==> src/rtl/llkc_pkg.sv <==
// ----------------------------------------------------------------------------
// llkc_pkg: shared constants for the log line keyword classifier
// window sizes, keyword table and the ascii case fold
// ----------------------------------------------------------------------------
`default_nettype none

package llkc_pkg;

  localparam int WINDOW_BYTES   = 19;
  localparam int CATEGORY_COUNT = 8;
  localparam int HIST_DEPTH     = WINDOW_BYTES - 1;
  localparam int FILL_W         = $clog2(HIST_DEPTH + 1);
  localparam int LEN_W          = $clog2(WINDOW_BYTES + 1);
  localparam int CAT_W          = $clog2(CATEGORY_COUNT);
  localparam int KW_COUNT       = 26;

  typedef logic [7:0]                    byte_t;
  typedef logic [HIST_DEPTH-1:0][7:0]    hist_t;
  typedef logic [WINDOW_BYTES-1:0][7:0]  window_t;
  typedef logic [CATEGORY_COUNT-1:0]     cat_mask_t;
  typedef logic [FILL_W-1:0]             fill_t;

  // keyword text is right justified: byte 0 is the last character
  typedef struct packed {
    window_t          text;
    logic [LEN_W-1:0] len;
    logic [CAT_W-1:0] cat;
  } kw_entry_t;

  localparam kw_entry_t KW_TABLE [KW_COUNT] = '{
    '{window_t'("startup finished in"), LEN_W'(19), CAT_W'(0)},
    '{window_t'("reached target"),      LEN_W'(14), CAT_W'(0)},
    '{window_t'("failed"),              LEN_W'(6),  CAT_W'(1)},
    '{window_t'("warn"),                LEN_W'(4),  CAT_W'(2)},
    '{window_t'("error"),               LEN_W'(5),  CAT_W'(3)},
    '{window_t'("critical"),            LEN_W'(8),  CAT_W'(3)},
    '{window_t'("usb"),                 LEN_W'(3),  CAT_W'(4)},
    '{window_t'("pci"),                 LEN_W'(3),  CAT_W'(4)},
    '{window_t'("sda"),                 LEN_W'(3),  CAT_W'(4)},
    '{window_t'("nvme"),                LEN_W'(4),  CAT_W'(4)},
    '{window_t'("driver"),              LEN_W'(6),  CAT_W'(4)},
    '{window_t'("firmware"),            LEN_W'(8),  CAT_W'(4)},
    '{window_t'("network"),             LEN_W'(7),  CAT_W'(5)},
    '{window_t'("eth0"),                LEN_W'(4),  CAT_W'(5)},
    '{window_t'("wlan"),                LEN_W'(4),  CAT_W'(5)},
    '{window_t'("dhcp"),                LEN_W'(4),  CAT_W'(5)},
    '{window_t'("ip"),                  LEN_W'(2),  CAT_W'(5)},
    '{window_t'("sudo"),                LEN_W'(4),  CAT_W'(6)},
    '{window_t'("authentication"),      LEN_W'(14), CAT_W'(6)},
    '{window_t'("passwd"),              LEN_W'(6),  CAT_W'(6)},
    '{window_t'("login"),               LEN_W'(5),  CAT_W'(6)},
    '{window_t'("mount"),               LEN_W'(5),  CAT_W'(7)},
    '{window_t'("fsck"),                LEN_W'(4),  CAT_W'(7)},
    '{window_t'("ext4"),                LEN_W'(4),  CAT_W'(7)},
    '{window_t'("btrfs"),               LEN_W'(5),  CAT_W'(7)},
    '{window_t'("ntfs"),                LEN_W'(4),  CAT_W'(7)}
  };

  // fold ascii upper case only
  function automatic byte_t fold_lower(input byte_t c);
    byte_t r;
    r = c;
    if (c >= 8'h41 && c <= 8'h5a) begin
      r = c + 8'h20;
    end
    return r;
  endfunction

endpackage

`default_nettype wire

==> src/rtl/log_line_keyword_classifier.sv <==
// ----------------------------------------------------------------------------
// log_line_keyword_classifier: per-line keyword category mask
// scans log text a byte a cycle, unless a last byte is held back, and reports which keyword groups a line hit
// ----------------------------------------------------------------------------
// path: a line's last byte waits in the input register, and its mask is then
//   registered into the result register and driven on the output from there
// throughput: one byte per cycle; a last byte waits only while the previous
//   mask is still held on the output
// reset: asynchronous, active low; clears history, fill count, mask, nul flag
//   and both valid bits, the block takes a byte right after reset
`default_nettype none

module log_line_keyword_classifier import llkc_pkg::*; (
  input  wire logic clk_i,
  input  wire logic rst_ni,
  input  wire logic in_valid_i,
  output      logic in_ready_o,
  input  wire logic [7:0] text_byte_i,
  input  wire logic line_end_i,
  output      logic out_valid_o,
  input  wire logic out_ready_i,
  output      logic [7:0] category_mask_o
);

  // input register
  logic  s1_valid_q, s1_valid_d;
  byte_t s1_byte_q, s1_byte_d;
  logic  s1_last_q, s1_last_d;

  // line state
  hist_t     hist_q, hist_d;
  fill_t     fill_q, fill_d;
  cat_mask_t match_q, match_d;
  logic      nul_q, nul_d;

  // result register
  logic      out_valid_q, out_valid_d;
  cat_mask_t out_mask_q, out_mask_d;

  byte_t     folded;
  cat_mask_t hits;
  cat_mask_t match_new;
  logic      s1_adv;
  logic      in_fire;
  logic      take_byte;

  llkc_matcher u_matcher (
    .raw_byte_i (s1_byte_q),
    .history_i  (hist_q),
    .fill_i     (fill_q),
    .folded_o   (folded),
    .hits_o     (hits)
  );

  // a middle byte never waits; a last byte needs a free result slot
  assign s1_adv     = s1_valid_q && (!s1_last_q || !out_valid_q || out_ready_i);
  assign in_ready_o = !s1_valid_q || s1_adv;
  assign in_fire    = in_valid_i && in_ready_o;

  // a zero byte stops matching and storing for the rest of the line
  assign take_byte = s1_adv && !nul_q && (s1_byte_q != 8'h00);
  assign match_new = take_byte ? (match_q | hits) : match_q;

  always_comb begin
    s1_valid_d  = s1_valid_q;
    s1_byte_d   = s1_byte_q;
    s1_last_d   = s1_last_q;
    hist_d      = hist_q;
    fill_d      = fill_q;
    match_d     = match_q;
    nul_d       = nul_q;
    out_valid_d = out_valid_q;
    out_mask_d  = out_mask_q;

    if (out_ready_i) begin
      out_valid_d = 1'b0;
    end

    if (s1_adv) begin
      s1_valid_d = 1'b0;
    end
    if (in_fire) begin
      s1_valid_d = 1'b1;
      s1_byte_d  = text_byte_i;
      s1_last_d  = line_end_i;
    end

    if (s1_adv && !nul_q && (s1_byte_q == 8'h00)) begin
      nul_d = 1'b1;
    end

    if (take_byte) begin
      // shift history, newest byte at index 0
      for (int i = HIST_DEPTH - 1; i > 0; i--) begin
        hist_d[i] = hist_q[i-1];
      end
      hist_d[0] = folded;
      if (int'(fill_q) < HIST_DEPTH) begin
        fill_d = fill_q + fill_t'(1);
      end
    end
    match_d = match_new;

    // last byte: emit mask and start the next line clean
    if (s1_adv && s1_last_q) begin
      out_valid_d = 1'b1;
      out_mask_d  = match_new;
      hist_d      = '0;
      fill_d      = '0;
      match_d     = '0;
      nul_d       = 1'b0;
    end
  end

  always_ff @(posedge clk_i or negedge rst_ni) begin
    if (!rst_ni) begin
      s1_valid_q  <= 1'b0;
      hist_q      <= '0;
      fill_q      <= '0;
      match_q     <= '0;
      nul_q       <= 1'b0;
      out_valid_q <= 1'b0;
    end else begin
      s1_valid_q  <= s1_valid_d;
      hist_q      <= hist_d;
      fill_q      <= fill_d;
      match_q     <= match_d;
      nul_q       <= nul_d;
      out_valid_q <= out_valid_d;
    end
  end

  // payload registers
  always_ff @(posedge clk_i) begin
    s1_byte_q  <= s1_byte_d;
    s1_last_q  <= s1_last_d;
    out_mask_q <= out_mask_d;
  end

  assign out_valid_o     = out_valid_q;
  assign category_mask_o = out_mask_q;

  // fill count saturates at the history depth
  assert property (@(posedge clk_i) disable iff (!rst_ni)
    int'(fill_q) <= HIST_DEPTH)
    else $error("history fill beyond depth");

  // a finished line leaves clean state behind
  assert property (@(posedge clk_i) disable iff (!rst_ni)
    (s1_adv && s1_last_q) |=> (fill_q == '0 && match_q == '0 && !nul_q))
    else $error("line state not cleared after last byte");

  // after a zero byte nothing more is stored in the line
  assert property (@(posedge clk_i) disable iff (!rst_ni)
    (nul_q && !(s1_adv && s1_last_q)) |=> ($stable(fill_q) && $stable(hist_q)))
    else $error("history changed after zero byte");

  // a held byte in the input register is not overwritten
  assert property (@(posedge clk_i) disable iff (!rst_ni)
    (s1_valid_q && !s1_adv) |=> (s1_valid_q && $stable(s1_byte_q) && $stable(s1_last_q)))
    else $error("stalled input register overwritten");

endmodule

`default_nettype wire

==> src/rtl/llkc_matcher.sv <==
// ----------------------------------------------------------------------------
// llkc_matcher: parallel keyword compare
// folds the new byte and checks every keyword ending at it against the history
// ----------------------------------------------------------------------------
`default_nettype none

module llkc_matcher import llkc_pkg::*; (
  input  byte_t     raw_byte_i,
  input  hist_t     history_i,
  input  fill_t     fill_i,
  output byte_t     folded_o,
  output cat_mask_t hits_o
);

  byte_t   folded;
  window_t window;

  assign folded   = fold_lower(raw_byte_i);
  assign folded_o = folded;

  // window byte 0 is the new byte, byte j the one j places back
  always_comb begin
    window[0] = folded;
    for (int j = 1; j < WINDOW_BYTES; j++) begin
      window[j] = history_i[j-1];
    end
  end

  always_comb begin
    logic hit;
    hits_o = '0;
    for (int k = 0; k < KW_COUNT; k++) begin
      hit = (int'(fill_i) >= int'(KW_TABLE[k].len) - 1);
      for (int j = 0; j < WINDOW_BYTES; j++) begin
        if (j < int'(KW_TABLE[k].len) && window[j] != KW_TABLE[k].text[j]) begin
          hit = 1'b0;
        end
      end
      if (hit) begin
        hits_o[KW_TABLE[k].cat] = 1'b1;
      end
    end
  end

endmodule

`default_nettype wire
==> config.mk <==
export PLATFORM = sky130hd
export DESIGN_NAME = log_line_keyword_classifier
export DESIGN_NICKNAME = d
export VERILOG_FILES = /design/src/rtl/llkc_pkg.sv /design/src/rtl/log_line_keyword_classifier.sv /design/src/rtl/llkc_matcher.sv
export SDC_FILE = /design/constraint.sdc
export NUM_CORES = 1
export LEC_CHECK = 0
export BUFFER_PORTS_ARGS = -buffer_cell sky130_fd_sc_hd__buf_2
export CORE_UTILIZATION = 55
export CTS_BUF_LIST = sky130_fd_sc_hd__clkbuf_8
export CTS_CLUSTER_DIAMETER = 120
export DETAILED_ROUTE_END_ITERATION = 12
export PLACE_DENSITY = 0.86
export SYNTH_ARGS = -nofsm -noshare
export SYNTH_HDL_FRONTEND = slang
export SYNTH_SLANG_ARGS = --single-unit
==> constraint.sdc <==
create_clock -name clk_i -period 2.4 [get_ports clk_i]
set_clock_uncertainty 0.1 [all_clocks]
set_input_delay 0.48 -clock clk_i [delete_from_list [all_inputs] [get_ports clk_i]]
set_output_delay 0.48 -clock clk_i [all_outputs]
set_load 0.01 [all_outputs]
==> reports/results.ini <==
[finish]
utilization=0.671
final_nets=1091
final_area_um2=10300
instances_no_fill=1297
final_common_cell=nand2_1
area_growth_pct=18.0
final_layout_size_suffix_gt1_frac=0.173
layout_common_cells=nand2_1, dfrtp_1, a21oi_1, buf_4, nor2_1
antenna_cells=0

[synth]
synth_cell_types=61
synth_seq_cells=177
yosysWarnings=0
yosysSeqAreaShare=0.518
syn_area_per_cell_um2=8.75
async_flop_share=0.904
synth_ff_type=dfrtp_1
netlist_area_um2=8710
syn-num-nets=1013
synth_cells=996
synth_edf_count=17

[sta]
rsz0062_at_grt=true
setup_ws_ns=0.0311
finalSetupViolations=0
post-route-period-util=0.987
slew_viol_final=0
max_freq_ghz=0.422
holdWs_ns=0.0770
hold_viol_final=0
relSlewSlack=0.588
setup-tns-final_ns=0
tightest_slew_ns=0.618
min_period_ns=2.37

[placement]
preCtsSetupSlack_ns=-0.200
postPlaceCellArea_um2=9620
port_buffers=22
hpwl_um=16900
dp_cells=1258
gp_congestion=0.976

[detailed_routing]
first_pass_iters=8
drt_iter0_markers=980
route.detailed.drc=0
vias=7930
ant_nets=0
routedWlPerCell_um=18.8
post_drt_via_cell_ratio=6.11
drt_wl_total_um=24300

[setup_path]
worstPathArrival_ns=2.64
rr_startpoint=s1_byte_q[1]$_DFFE_PP_
required_ns=2.67
startpoint_type=flop
reg2reg_slack_ns=0.03
cp-end-kind=flop
critical_path_peak_fanout=29
r2r_cells=7
crit_type=reg2reg
reg2reg_to=hist_q[6]$_DFFE_PN0P_

[global_routing]
track_usage=0.308
grt_pass1_vias=7442
grt_max_degree=93
grt_pass1_wl_um=38700
grt_overflow=0
antenna_found_initial=0

[cts]
clk_latency_ns=0.48
clk_path_buf_depth=2
root_buffer=clkbuf_8
cts_made_buffers=17
clk_transition_reported_paths_ns=0.09
cts_tree=built
htreeDepth=4
cts_sinks=177

[hold_path]
hp-start=text_byte_i[5]
min_path_cells=1
holdPathEnd=s1_byte_q[5]$_DFFE_PP_
hold_class=in2reg

[floorplanning]
fp.dieW_um=128
dieArea_um2=16300
start_util=0.569
pin_count=23
row_count=45
die_h_um=128
fp.coreArea_um2=15300

[status]
status=completed

[pwr]
p_per_area_nw_per_um2=710
total_power_mw=7.30
vdd_drop_max_uv=399
p_leak_nw=4.21

[job]
cap_violations=0

sequential cells by signal (all words and copies together), names as in the netlist, 5 cells and up:
register	flops
hist_q	144
s1_byte_q	8
match_q	8
category_mask_o	8
fill_q	5
cells by family (layout without fill, tap and decap cells):
family / after synthesis / in the layout / synth area share
buffers and inverters: 67 / 157 / 0.0323
and+or+nand+nor: 558 / 558 / 0.323
xor gates and xnor gates: 3 / 3 / 0.00302
DFF: 177 / 177 / 0.518
AOI/OAI and AO/OA: 187 / 187 / 0.118
adders and majority gates: 4 / 4 / 0.00574
repair_timing:
action,in CTS,in global routing
pin swaps,3,12
gates resized for setup,5,28
hold buffers,1,0
buffers inserted,1,6
gates cloned,0,1
hold endpoints to repair,57,0
endpoints found under the setup margin,4,49
routing by layer:
metal  vias to the layer above  global-route usage  routed length (um)
li1                       3641                   -                   -
met1                      3899               0.437               10600
met2                       344               0.472               11300
met3                        46              0.0609                1780
met4                         0               0.113                 643
met5                         -                   0                   0
worst max-delay path: stages, from the launching register on:
cell	delay (ns)
edfxtp_1	0.40
or4_4	0.59
nor4b_4	0.26
or4b_4	0.25
buf_4	0.33
nor2_1	0.14
a21oi_1	0.14
nor2_1	0.05
cell usage after synthesis, types with 2 or more instances:
master / number / area, um2
xnor2_1: 3 / 26.3
nand2_1: 312 / 1170
nand4b_1: 10 / 87.6
nand3_1: 18 / 90.1
a221oi_1: 2 / 17.5
a211o_1: 2 / 17.5
nor4_1: 23 / 144
and3_1: 4 / 25.0
nor4bb_1: 13 / 130
ha_1: 4 / 50.1
or3_1: 3 / 18.8
or4bb_1: 3 / 33.8
a21oi_1: 148 / 741
edfxtp_1: 17 / 510
o21a_1: 2 / 15.0
and4bb_2: 3 / 37.5
clkbuf_1: 39 / 146
nor3_1: 15 / 75.1
or4b_1: 2 / 20.0
o31ai_1: 4 / 30.0
nor4_2: 2 / 25.0
nor4b_1: 12 / 105
nand2b_1: 11 / 68.8
and2_1: 14 / 87.6
a21boi_0: 2 / 15.0
a31o_2: 2 / 17.5
nor2b_1: 10 / 62.6
buf_2: 21 / 105
o21ai_0: 9 / 45.0
inv_1: 5 / 18.8
nand4_1: 29 / 181
nor2_1: 42 / 158
or4_1: 2 / 15.0
dfrtp_1: 160 / 4000
a31oi_1: 3 / 18.8
or4b_2: 3 / 30.0
nor3b_1: 8 / 60.1
nand3b_1: 5 / 37.5
and4b_1: 7 / 70.1
layout make-up:
| class | count | area [um2] |
|---|---|---|
| sequential | 177 | 4510 |
| clock inverter | 14 | 183 |
| clock buffer | 17 | 234 |
| timing repair buffer | 120 | 980 |
| inverter | 6 | 25.0 |
| fill | 1189 | 5030 |
| tap | 211 | 264 |
| multi-input combinational | 752 | 4080 |
where the power goes:
group	switching, mW	total [mW]	internal [mW]	leakage [nW]
clock	1.13	2.17	1.04	0.208
combinational	1.07	1.70	0.623	1.63
sequential	0.208	3.43	3.22	2.37
total	2.41	7.30	4.89	4.21
worst max-delay path by stage:
stage                                  from                      endpoint  slack (ns)  depth (start not counted)
global route        hist_q[103]$_DFFE_PN0P_          match_q[0]$_DFF_PN0_       -0.04                          7
global placement     hist_q[19]$_DFFE_PN0P_  category_mask_o[7]$_DFFE_PP_       -0.19                          8
finish               s1_byte_q[1]$_DFFE_PP_         hist_q[6]$_DFFE_PN0P_        0.03                          7
CTS                  s1_byte_q[2]$_DFFE_PP_  category_mask_o[7]$_DFFE_PP_       0.008                          8
floorplan            s1_byte_q[2]$_DFFE_PP_          match_q[4]$_DFF_PN0_        0.04                          8
detailed placement   hist_q[19]$_DFFE_PN0P_  category_mask_o[7]$_DFFE_PP_       -0.20                          8
No activity file was read; power rests on OpenSTA's default activity.
